===== src/rtl/cpl_pkg.sv =====
// shared types, codes and defaults for the compacting point list
package cpl_pkg;

    localparam int CAP_DEFAULT = 16;

    // command codes
    localparam logic [2:0] CMD_APPEND    = 3'd0;
    localparam logic [2:0] CMD_REM_FIRST = 3'd1;
    localparam logic [2:0] CMD_REM_LAST  = 3'd2;
    localparam logic [2:0] CMD_REM_AT    = 3'd3;
    localparam logic [2:0] CMD_REM_X     = 3'd4;
    localparam logic [2:0] CMD_FIND_Y    = 3'd5;
    localparam logic [2:0] CMD_CLEAR     = 3'd6;

    // status codes
    localparam logic [2:0] ST_OK       = 3'd0;
    localparam logic [2:0] ST_FULL     = 3'd1;
    localparam logic [2:0] ST_EMPTY    = 3'd2;
    localparam logic [2:0] ST_NOSLOT   = 3'd3;
    localparam logic [2:0] ST_NOTFOUND = 3'd4;

    typedef struct packed {
        logic [2:0]         cmd;
        logic signed [15:0] pos_x;
        logic signed [15:0] pos_y;
        logic [3:0]         slot;
    } t_in_item;

    typedef struct packed {
        logic [2:0]         status;
        logic [4:0]         length;
        logic [4:0]         removed_count;
        logic signed [15:0] found_x;
        logic signed [15:0] found_y;
        logic [3:0]         found_slot;
    } t_out_item;

    typedef struct packed {
        logic signed [15:0] x;
        logic signed [15:0] y;
    } t_point;

    typedef enum logic [2:0] {
        CELL_HOLD   = 3'd0,
        CELL_LOAD   = 3'd1,
        CELL_MARK   = 3'd2,
        CELL_SORT   = 3'd3,
        CELL_ROTATE = 3'd4
    } t_cell_op;

    // broadcast from the sequencer to every cell
    typedef struct packed {
        t_cell_op           op;
        logic               phase;
        logic [2:0]         cmd;
        logic signed [15:0] pos_x;
        logic signed [15:0] pos_y;
        logic [3:0]         slot;
    } t_cell_ctrl;

endpackage


===== src/rtl/cpl_cell.sv =====
// one list entry: point storage, removal marking and neighbor exchange
module cpl_cell #(
    parameter int CAPACITY = cpl_pkg::CAP_DEFAULT,
    parameter int IDX      = 0
) (
    input  logic                             i_clk,
    input  logic                             i_rst_n,
    input  cpl_pkg::t_cell_ctrl              i_ctrl,
    input  logic [$clog2(CAPACITY+1)-1:0]    i_count,
    input  logic                             i_left_live,
    input  logic                             i_right_live,
    input  cpl_pkg::t_point                  i_right_pt,
    output cpl_pkg::t_point                  o_pt,
    output logic                             o_live,
    output logic                             o_kill
);
    import cpl_pkg::*;

    localparam int CW = $clog2(CAPACITY+1);
    localparam logic [CW-1:0] IDX_C  = CW'(IDX);
    localparam logic [CW-1:0] IDX_C1 = CW'(IDX + 1);
    localparam logic ODD = 1'(IDX % 2);

    t_point r_pt;
    logic   r_live;
    logic   in_range;
    logic   is_left;

    assign in_range = IDX_C < i_count;
    assign is_left  = (ODD == i_ctrl.phase);

    always_comb begin
        o_kill = 1'b0;
        unique case (i_ctrl.cmd)
            CMD_REM_FIRST: o_kill = in_range && (IDX == 0);
            CMD_REM_LAST:  o_kill = in_range && (IDX_C1 == i_count);
            CMD_REM_AT:    o_kill = in_range && (32'(i_ctrl.slot) == IDX);
            CMD_REM_X:     o_kill = in_range && (r_pt.x == i_ctrl.pos_x);
            default:       o_kill = 1'b0;
        endcase
    end

    // payload
    always_ff @(posedge i_clk) begin
        unique case (i_ctrl.op)
            CELL_LOAD: begin
                if (IDX_C == i_count) begin
                    r_pt.x <= i_ctrl.pos_x;
                    r_pt.y <= i_ctrl.pos_y;
                end
            end
            CELL_SORT: begin
                // a hole on the left of its pair pulls the live entry down
                if (is_left && !r_live && i_right_live) begin
                    r_pt <= i_right_pt;
                end
            end
            CELL_ROTATE: r_pt <= i_right_pt;
            default: ;
        endcase
    end

    always_ff @(posedge i_clk) begin
        if (!i_rst_n) begin
            r_live <= 1'b0;
        end else begin
            unique case (i_ctrl.op)
                CELL_MARK: r_live <= in_range && !o_kill;
                CELL_SORT: begin
                    if (is_left) begin
                        if (!r_live && i_right_live) begin
                            r_live <= 1'b1;
                        end
                    end else if (r_live && !i_left_live) begin
                        r_live <= 1'b0;
                    end
                end
                default: ;
            endcase
        end
    end

    assign o_pt   = r_pt;
    assign o_live = r_live;

endmodule


===== src/rtl/compacting_point_list.sv =====
// compacting point list: sequencer, result register and a row of entry cells
// append, clear, failed commands and code 7: straight from acceptance to the done state
// remove first/last/at index/matching x: a mark step, then an odd-even pass over the cells
// find y: one full rotation of the cells past cell 0
// one command at a time; the next is taken the cycle after the result is registered
// sync active-low reset empties the list and clears the handshake; point storage is not reset
module compacting_point_list #(
    parameter int CAPACITY = cpl_pkg::CAP_DEFAULT
) (
    input  logic                i_clk,
    input  logic                i_rst_n,
    input  logic                i_in_valid,
    output logic                o_in_ready,
    input  cpl_pkg::t_in_item   i_in_data,
    output logic                o_out_valid,
    input  logic                i_out_ready,
    output cpl_pkg::t_out_item  o_out_data
);
    import cpl_pkg::*;

    localparam int CW = $clog2(CAPACITY+1);
    localparam int IW = $clog2(CAPACITY);

    typedef enum logic [4:0] {
        S_IDLE = 5'b00001,
        S_MARK = 5'b00010,
        S_SORT = 5'b00100,
        S_SCAN = 5'b01000,
        S_DONE = 5'b10000
    } t_state;

    t_state             r_state;
    logic [2:0]         r_cmd;
    logic signed [15:0] r_px;
    logic signed [15:0] r_py;
    logic [3:0]         r_slot;
    logic [2:0]         r_status;
    logic [CW-1:0]      r_removed;
    logic [CW-1:0]      r_count;
    logic [IW-1:0]      r_cnt;
    logic [CAPACITY-1:0] r_kill;
    logic               r_found;
    logic signed [15:0] r_fx;
    logic signed [15:0] r_fy;
    logic [IW-1:0]      r_fslot;
    logic               r_out_valid;
    t_out_item          r_out;

    t_cell_ctrl          cell_ctrl;
    t_point              cell_pt   [CAPACITY];
    logic [CAPACITY-1:0] cell_live;
    logic [CAPACITY-1:0] cell_kill;

    logic          in_acc;
    logic          slot_free;
    logic          finish;
    logic          slot_ok;
    logic [2:0]    n_status;
    t_state        n_state_acc;
    logic [CW-1:0] n_count;
    logic [CW-1:0] n_removed;
    logic [31:0]   len_w;
    logic [31:0]   rem_w;
    logic [31:0]   fslot_w;

    assign o_in_ready = (r_state == S_IDLE);
    assign in_acc     = i_in_valid && o_in_ready;
    assign slot_free  = !r_out_valid || i_out_ready;
    assign finish     = (r_state == S_DONE) && slot_free;
    assign slot_ok    = 32'(i_in_data.slot) < 32'(r_count);

    // status known at acceptance, and the route through the sequencer
    always_comb begin
        n_status    = ST_OK;
        n_state_acc = S_DONE;
        unique case (i_in_data.cmd)
            CMD_APPEND: begin
                if (r_count == CW'(CAPACITY)) n_status = ST_FULL;
            end
            CMD_REM_FIRST, CMD_REM_LAST: begin
                if (r_count == '0) n_status = ST_EMPTY;
                else n_state_acc = S_MARK;
            end
            CMD_REM_AT: begin
                if (!slot_ok) n_status = ST_NOSLOT;
                else n_state_acc = S_MARK;
            end
            CMD_REM_X:  n_state_acc = S_MARK;
            CMD_FIND_Y: begin
                n_status    = ST_NOTFOUND;
                n_state_acc = S_SCAN;
            end
            default: ;
        endcase
    end

    always_comb begin
        n_count   = r_count;
        n_removed = r_removed;
        unique case (r_cmd)
            CMD_APPEND: begin
                if (r_status == ST_OK) n_count = r_count + CW'(1);
            end
            CMD_REM_FIRST, CMD_REM_LAST, CMD_REM_AT, CMD_REM_X: begin
                n_count = r_count - r_removed;
            end
            CMD_CLEAR: begin
                n_count   = '0;
                n_removed = r_count;
            end
            default: ;
        endcase
    end

    assign len_w   = 32'(n_count);
    assign rem_w   = 32'(n_removed);
    assign fslot_w = 32'(r_fslot);

    always_comb begin
        cell_ctrl.phase = r_cnt[0];
        cell_ctrl.cmd   = r_cmd;
        cell_ctrl.pos_x = r_px;
        cell_ctrl.pos_y = r_py;
        cell_ctrl.slot  = r_slot;
        cell_ctrl.op    = CELL_HOLD;
        unique case (r_state)
            S_MARK: cell_ctrl.op = CELL_MARK;
            S_SORT: cell_ctrl.op = CELL_SORT;
            S_SCAN: cell_ctrl.op = CELL_ROTATE;
            S_DONE: begin
                if (slot_free && (r_cmd == CMD_APPEND) && (r_status == ST_OK)) begin
                    cell_ctrl.op = CELL_LOAD;
                end
            end
            default: cell_ctrl.op = CELL_HOLD;
        endcase
    end

    genvar g;
    generate
        for (g = 0; g < CAPACITY; g++) begin : g_cell
            logic   left_live;
            logic   right_live;
            t_point right_pt;
            if (g == 0) begin : g_first
                assign left_live = 1'b1;
            end else begin : g_mid_l
                assign left_live = cell_live[g-1];
            end
            if (g == CAPACITY-1) begin : g_last
                // the row closes on itself for rotation; no live right neighbor in a sort
                assign right_live = 1'b0;
                assign right_pt   = cell_pt[0];
            end else begin : g_mid_r
                assign right_live = cell_live[g+1];
                assign right_pt   = cell_pt[g+1];
            end
            cpl_cell #(
                .CAPACITY (CAPACITY),
                .IDX      (g)
            ) u_cell (
                .i_clk        (i_clk),
                .i_rst_n      (i_rst_n),
                .i_ctrl       (cell_ctrl),
                .i_count      (r_count),
                .i_left_live  (left_live),
                .i_right_live (right_live),
                .i_right_pt   (right_pt),
                .o_pt         (cell_pt[g]),
                .o_live       (cell_live[g]),
                .o_kill       (cell_kill[g])
            );
        end
    endgenerate

    // command payload and working registers
    always_ff @(posedge i_clk) begin
        if (in_acc) begin
            r_cmd     <= i_in_data.cmd;
            r_px      <= i_in_data.pos_x;
            r_py      <= i_in_data.pos_y;
            r_slot    <= i_in_data.slot;
            r_fx      <= '0;
            r_fy      <= '0;
            r_fslot   <= '0;
        end
        unique case (r_state)
            S_MARK: r_kill <= cell_kill;
            S_SORT: r_kill <= r_kill >> 1;
            S_SCAN: begin
                if (!r_found && (32'(r_cnt) < 32'(r_count)) && (cell_pt[0].y == r_py)) begin
                    r_fx    <= cell_pt[0].x;
                    r_fy    <= cell_pt[0].y;
                    r_fslot <= r_cnt;
                end
            end
            default: ;
        endcase
        if (finish) begin
            r_out.status        <= r_status;
            r_out.length        <= len_w[4:0];
            r_out.removed_count <= rem_w[4:0];
            r_out.found_x       <= r_found ? r_fx : 16'sd0;
            r_out.found_y       <= r_found ? r_fy : 16'sd0;
            r_out.found_slot    <= r_found ? fslot_w[3:0] : 4'd0;
        end
    end

    // control
    always_ff @(posedge i_clk) begin
        if (!i_rst_n) begin
            r_state     <= S_IDLE;
            r_count     <= '0;
            r_removed   <= '0;
            r_status    <= ST_OK;
            r_cnt       <= '0;
            r_found     <= 1'b0;
            r_out_valid <= 1'b0;
        end else begin
            if (finish) r_out_valid <= 1'b1;
            else if (r_out_valid && i_out_ready) r_out_valid <= 1'b0;
            unique case (r_state)
                S_IDLE: begin
                    if (in_acc) begin
                        r_status  <= n_status;
                        r_removed <= '0;
                        r_found   <= 1'b0;
                        r_cnt     <= '0;
                        r_state   <= n_state_acc;
                    end
                end
                S_MARK: begin
                    r_cnt   <= '0;
                    r_state <= S_SORT;
                end
                S_SORT: begin
                    r_removed <= r_removed + CW'(r_kill[0]);
                    r_cnt     <= r_cnt + IW'(1);
                    if (r_cnt == IW'(CAPACITY-1)) r_state <= S_DONE;
                end
                S_SCAN: begin
                    if (!r_found && (32'(r_cnt) < 32'(r_count)) && (cell_pt[0].y == r_py)) begin
                        r_found  <= 1'b1;
                        r_status <= ST_OK;
                    end
                    r_cnt <= r_cnt + IW'(1);
                    if (r_cnt == IW'(CAPACITY-1)) r_state <= S_DONE;
                end
                S_DONE: begin
                    if (slot_free) begin
                        r_count     <= n_count;
                        r_state     <= S_IDLE;
                    end
                end
                default: r_state <= S_IDLE;
            endcase
        end
    end

    assign o_out_valid = r_out_valid;
    assign o_out_data  = r_out;

endmodule


===== config.mk =====
export PLATFORM = sky130hd
export DESIGN_NAME = compacting_point_list
export DESIGN_NICKNAME = d
export VERILOG_FILES = /design/src/rtl/cpl_pkg.sv /design/src/rtl/cpl_cell.sv /design/src/rtl/compacting_point_list.sv
export SDC_FILE = /design/constraint.sdc
export NUM_CORES = 1
export LEC_CHECK = 0
export BUFFER_PORTS_ARGS = -buffer_cell sky130_fd_sc_hd__buf_2
export CORE_MARGIN = 1
export CORE_UTILIZATION = 57
export CTS_BUF_LIST = sky130_fd_sc_hd__clkbuf_16
export DETAILED_ROUTE_END_ITERATION = 6
export GPL_ROUTABILITY_DRIVEN = 0
export PLACE_DENSITY = 0.88
export SYNTH_ARGS = -nofsm -noshare
export SYNTH_HDL_FRONTEND = slang
export SYNTH_SLANG_ARGS = --single-unit
export TNS_END_PERCENT = 30

===== constraint.sdc =====
create_clock -name i_clk -period 4.23 [get_ports i_clk]
set_input_delay 0.423 -clock i_clk [delete_from_list [all_inputs] [get_ports i_clk]]
set_output_delay 0.423 -clock i_clk [all_outputs]
set_load 0.02 [all_outputs]

==> results.toml, run 1 <==
[outcome]
outcome = "complete, but fails checks"
violations = "DRC"

[cts]
clkTransAtPathRegs_ns = 0.06
cts_sinks = 692
clk_latency_ns = 0.62
cts_root_buf = "clkbuf_16"
cts_buffer_depth = 3
cts_buffers = 68
ctsResizeCount = 0
htreeDepth = 3
cts_tree = "yes"
hold_buffers = 26
cts_setup_buffers = 0

[yosys]
synth_top_family_by_area = "compound AO/OA/AOI/OAI gates"
async_reset_ff_share_pct = 0
syn_nets = 2498
synth_top_cell_area_share_pct = 57.5
synthMuxAreaShare_pct = 1.16
synth-simple-area-share_pct = 8.32
synthTopCellsByArea = "edfxtp_1 58%, a21o_1 11%, xnor2_1 5.8%"
ys_warn_count = 0
yosysSeqAreaShare_pct = 62.2
synthXorXnorAreaFrac_pct = 7.65
ys.flop_type = "edfxtp_1"
synth_cell_types = 69
ys_seq_elements = 692
yosys.area.top_type = "edfxtp_1"
netlist_area_mm2 = 0.0322
syn-instance-count = 2438
synth_fa_ha_area_share_pct = 0.685
synth_enable_flop_cells = 616
synth-compound-area-share_pct = 15.2
syn-mean-instance-area_um2 = 13.2

[worst_setup_path]
startpoint = "r_count[1]$_SDFFE_PN0P_"
cp-end-kind = "flop"
crit_arrival_ns = 3.94
crit_path_max_fanout = 16
r2r-start = "r_count[1]$_SDFFE_PN0P_"
required_ns = 4.76
cp-start-kind = "flop"
path_class = "reg -> reg"

[final_layout]
mostFrequentLayoutCells = "616 x edfxtp_1, 484 x a21o_1, 214 x xnor2_1, 142 x nand2_1, 93 x buf_2"
nNetsFinal = 2522
layout-drive-gt1-share_pct = 13.2
antenna_cells = 0
fin_cells = 3265
fin_util_pct = 63.5
fillCellCount = 3721
final_common_cell = "edfxtp_1"
final_cell_area_mm2 = 0.0352
syn2layout_area_growth_pct = 9.44

[sta]
period_minus_slack_ns = 3.41
tns_ns = 0
tightest_slew_ns = 1.21
fmax_ghz = 0.293
maxSlewHeadroom_pct = 19.1
setup_viol = 0
post-route-period-util_pct = 80.7
hold_viol = 0
clock-skew-final_ns = 0.0299
rsz0062_at_grt = "no"
timing.final.ws_setup_ns = 0.818
drv_slew = 0

[floorplan]
initial_core_util_pct = 58.0
dieArea_mm2 = 0.0574
dieHeight_um = 240
rows = 86
chipWidth_um = 240
io_pins = 94
core-area_mm2 = 0.0554

[power_and_ir_drop]
leakagePower_uw = 0.0139
peakVddDrop_v = 0.000438
powerDensity_mw_per_mm2 = 506

[routing]
totalWireLength_um = 82500
drt_iter0_markers = 3276
first_pass_iters = 7
ant_nets = 0
wire_per_inst_um = 25.3
num_vias = 21300
viasPerCell = 6.53
drcViolationCount = 15

[grt]
grt_pass1_vias = 21100
grt_use_total_pct = 28.9
grt_max_degree = 208
grt_pass1_wl_um = 125000
grt_remaining_overflow = 0
antenna_found_initial = 2

[place]
post-place-ws_ns = 1.08
dpl-instance-area_mm2 = 0.0327
dp_cells = 3112
hpwl_um = 52000
port_buffers = 93

[flow_run]
maxCapViolations = 0

[hold_path]
hp-class = "in -> reg"
min-delay-start = "i_in_data[20]"
power by group:
part / switching (uW) / total [uW] / leakage (uW) / internal (uW)
clock: 2680 / 6050 / 0.00111 / 3370
sequential: 398 / 8450 / 0.00619 / 8050
combinational: 1990 / 3320 / 0.00662 / 1320
kinds of logic after synthesis:
kind of cell / after synthesis
flip-flops: 692
AO/OA/AOI/OAI: 682
AND/OR/NAND/NOR: 495
XOR/XNOR: 281
buffers and inverters: 238
multiplexers: 33
adder cells (fa/ha/maj): 17
final cells by class:
class	instances	area (um2)	share of cell area, %
flip-flops and latches	692	20000	56.9
multi-input cells	1508	10800	30.8
clock buffers	71	1780	5.05
repair buffers	168	1120	3.19
well taps	748	936	2.66
clock inverters	54	414	1.18
inverters	24	90.1	0.256
stage by stage:
| step | power, uW | hold WS [ns] |
|---|---|---|
| 3_3_place_gp | 11600 | 0.441 |
| 3_5_place_dp | 11700 | 0.443 |
| 6_report | 17800 | 0.00760 |
| 2_1_floorplan | 11000 | 0.425 |
| 5_1_grt | 18300 | 0.00272 |
| 4_1_cts | 17700 | 0.00119 |
flip-flops by register name (all words and copies together), names as in the netlist:
name,count
g_cell.u_cell.o_live,16
g_cell.u_cell.o_pt,512
o_out_data,49
o_out_valid,1
r_cmd,3
r_cnt,4
r_count,5
r_found,1
r_fslot,4
r_fx,16
r_fy,16
r_kill,16
r_px,16
r_py,16
r_removed,5
r_slot,4
r_state,5
r_status,3
path summary, 6_finish.rpt:
check | slack (ns) | endpoint | depth (start not counted)
hold / removal | 0.008 | r_px[0]$_DFFE_PP_ | 1
setup reg to reg | 0.82 | r_status[0]$_SDFFE_PN0P_ | 9
setup / recovery | 0.82 | r_status[0]$_SDFFE_PN0P_ | 9
hold reg to reg | 0.45 | r_fy[13]$_DFF_P_ | 2
layer usage:
metal  track usage, %  part of all wire, %  vias to the layer above  wire length (um)
li1                 -                    -                     9011                 -
met1             35.4                   35                    10400             29200
met2             49.4                   50                     1548             41100
met3             5.89                   10                      358              8420
met4             12.7                  4.6                        2              3790
met5                0                0.011                        -                 9
cells in the mapped netlist, types with 43 or more instances:
cell type	n
dfxtp_1	76
xor2_1	67
buf_2	71
nand3_1	70
edfxtp_1	616
buf_6	69
a21o_1	484
nand2_1	142
nor2_1	45
nand4_1	55
xnor2_1	214
and2_1	43
o21ai_0	48
clkbuf_1	65
a21oi_1	51
critical path, cell delays in order (launching register included):
cell	delay (ns)
dfxtp_1	0.65
inv_1	0.15
ha_1	0.31
o21ai_0	0.17
a31oi_1	0.08
o31ai_1	0.66
and4_1	0.70
buf_4	0.29
nor2_1	0.07
o31ai_1	0.25
Note: power is estimated with default switching activity, not from simulation.
==> run 2: changes to the inputs <==
==> constraint.sdc (replaced) <==
create_clock -name i_clk -period 2.9 [get_ports i_clk]
set_input_delay 0.29 -clock i_clk [delete_from_list [all_inputs] [get_ports i_clk]]
set_output_delay 0.29 -clock i_clk [all_outputs]
set_load 0.02 [all_outputs]
==> results.toml, run 2 (same netlist as run 1, synthesis figures left out) <==
[worst_setup_path]
cp-start-kind = "flop"
critical-path-max-stage-delay_ns = 0.69
r2r_cells = 6
path_class = "reg -> reg"
path_buf_inv = 1
critPathTopFamily = "simple AND/OR/NAND/NOR gates"
critical_path_cell_count = 6
crit_arrival_ns = 3.33
cp-end-kind = "flop"
slowest_stage = "o41ai_1"
required_ns = 3.40
crit_path_max_fanout = 15
path_cells = "buf_4 -> xor2_1 -> nor4_1 -> nand3_1 -> o41ai_1 -> and3_1"

[floorplan]
dieHeight_um = 240
core-area_mm2 = 0.0554
rows = 86
dieArea_mm2 = 0.0574
chipWidth_um = 240
io_pins = 94
initial_core_util_pct = 58.0

[routing]
num_vias = 21900
wire_per_inst_um = 26.2
drt_iter0_markers = 3788
drcViolationCount = 7
totalWireLength_um = 86200
viasPerCell = 6.64
first_pass_iters = 7
ant_nets = 0

[sta]
clock-skew-final_ns = 0.0365
post-route-period-util_pct = 97.9
period_minus_slack_ns = 2.84
hold_viol = 0
drv_slew = 0
fmax_ghz = 0.352
rsz0062_at_grt = "no"
timing.final.ws_setup_ns = 0.0611
maxSlewHeadroom_pct = 28.6
setup_viol = 0
tightest_slew_ns = 1.07

[cts]
cts_tree = "yes"
hold_buffers = 39
cts_setup_buffers = 0
clk_latency_ns = 0.64
cts_sinks = 692
ctsResizeCount = 0
cts_buffer_depth = 3
cts_buffers = 69
clkTransAtPathRegs_ns = 0.06
cts_root_buf = "clkbuf_16"
htreeDepth = 3

[outcome]
outcome = "complete, but fails checks"
violations = "DRC"

[place]
post-place-ws_ns = 0.272
port_buffers = 93
dp_cells = 3133
dpl-instance-area_mm2 = 0.0331
hpwl_um = 53100

[final_layout]
fillCellCount = 3603
fin_util_pct = 64.3
nNetsFinal = 2555
antenna_cells = 0
syn2layout_area_growth_pct = 10.8
mostFrequentLayoutCells = "616 x edfxtp_1, 484 x a21o_1, 214 x xnor2_1, 142 x nand2_1, 93 x buf_2"
final_cell_area_mm2 = 0.0356
layout-drive-gt1-share_pct = 13.5
final_common_cell = "edfxtp_1"
fin_cells = 3297
largest_reg_flops = 512
regArea_mm2 = 0.0200
multiInputGateArea_mm2 = 0.0108

[hold_path]
hold_depth = 3
hp-class = "in -> reg"

[grt]
grt_pass1_vias = 21500
antenna_found_initial = 1
grt_use_total_pct = 30.2
grt_max_degree = 179
grt_pass1_wl_um = 131000
grt_remaining_overflow = 0

[power_and_ir_drop]
leakagePower_uw = 0.0141
peakVddDrop_v = 0.000653
powerDensity_mw_per_mm2 = 728
finalPower_uw = 25900

[flow_run]
maxCapViolations = 0
## run 2: changes by cell type in the layout (fill, tap and decap cells not counted), sizes merged
cell         delta
clkinv          -4
dlygate4sd3    +11
buf            +21
bufinv          -2
inv             +7
clkbuf          -1
## run 2: per-layer routing
metal | global-route usage, % | part of all wire (%) | up-vias
met3 | 6.74 | 11 | 394
met4 | 15.6 | 5.6 | 2
met1 | 37.9 | 35 | 10600
met5 | 0 | 0.034 | -
met2 | 49.0 | 48 | 1771
li1 | - | - | 9067
## run 2: path summary, 6_finish.rpt
| path | startpoint | to | slack (ns) |
|---|---|---|---|
| max | r_px[8]$_DFFE_PP_ | r_kill[15]$_SDFFCE_PP0P_ | 0.06 |
| min | i_out_ready | o_out_valid$_SDFFE_PN0P_ | 0.03 |
| max reg2reg | r_px[8]$_DFFE_PP_ | r_kill[15]$_SDFFCE_PP0P_ | 0.06 |
| min reg2reg | r_fy[10]$_DFF_P_ | r_fy[10]$_DFF_P_ | 0.45 |
## run 2: layout make-up
class,instances,area share (%)
Sequential cell,692,56.2
Multi-Input combinational cell,1508,30.4
Timing Repair Buffer,200,4.53
Clock inverter,55,1.12
Inverter,24,0.253
Clock buffer,70,4.91
Tap cell,748,2.63
## run 2: stage by stage
step / hold slack, ns / setup TNS (ns)
finish: 0.0269 / 0
global route: 0.0616 / 0
CTS: 0.0190 / 0
floorplan: 0.389 / -156.37
detailed placement: 0.439 / 0
global placement: 0.439 / 0
## run 2: tightest hold or removal path: cells and delay by family
family	cells	cell delay [ns]
AOI/OAI and AO/OA	1	0.09
buffers and inverters	1	0.07
and+or+nand+nor	1	0.14
## run 2: power breakdown
group / switching [uW] / internal [uW] / total [uW]
sequential: 425 / 11700 / 12200
clock: 3990 / 4700 / 8700
combinational: 3060 / 2020 / 5080
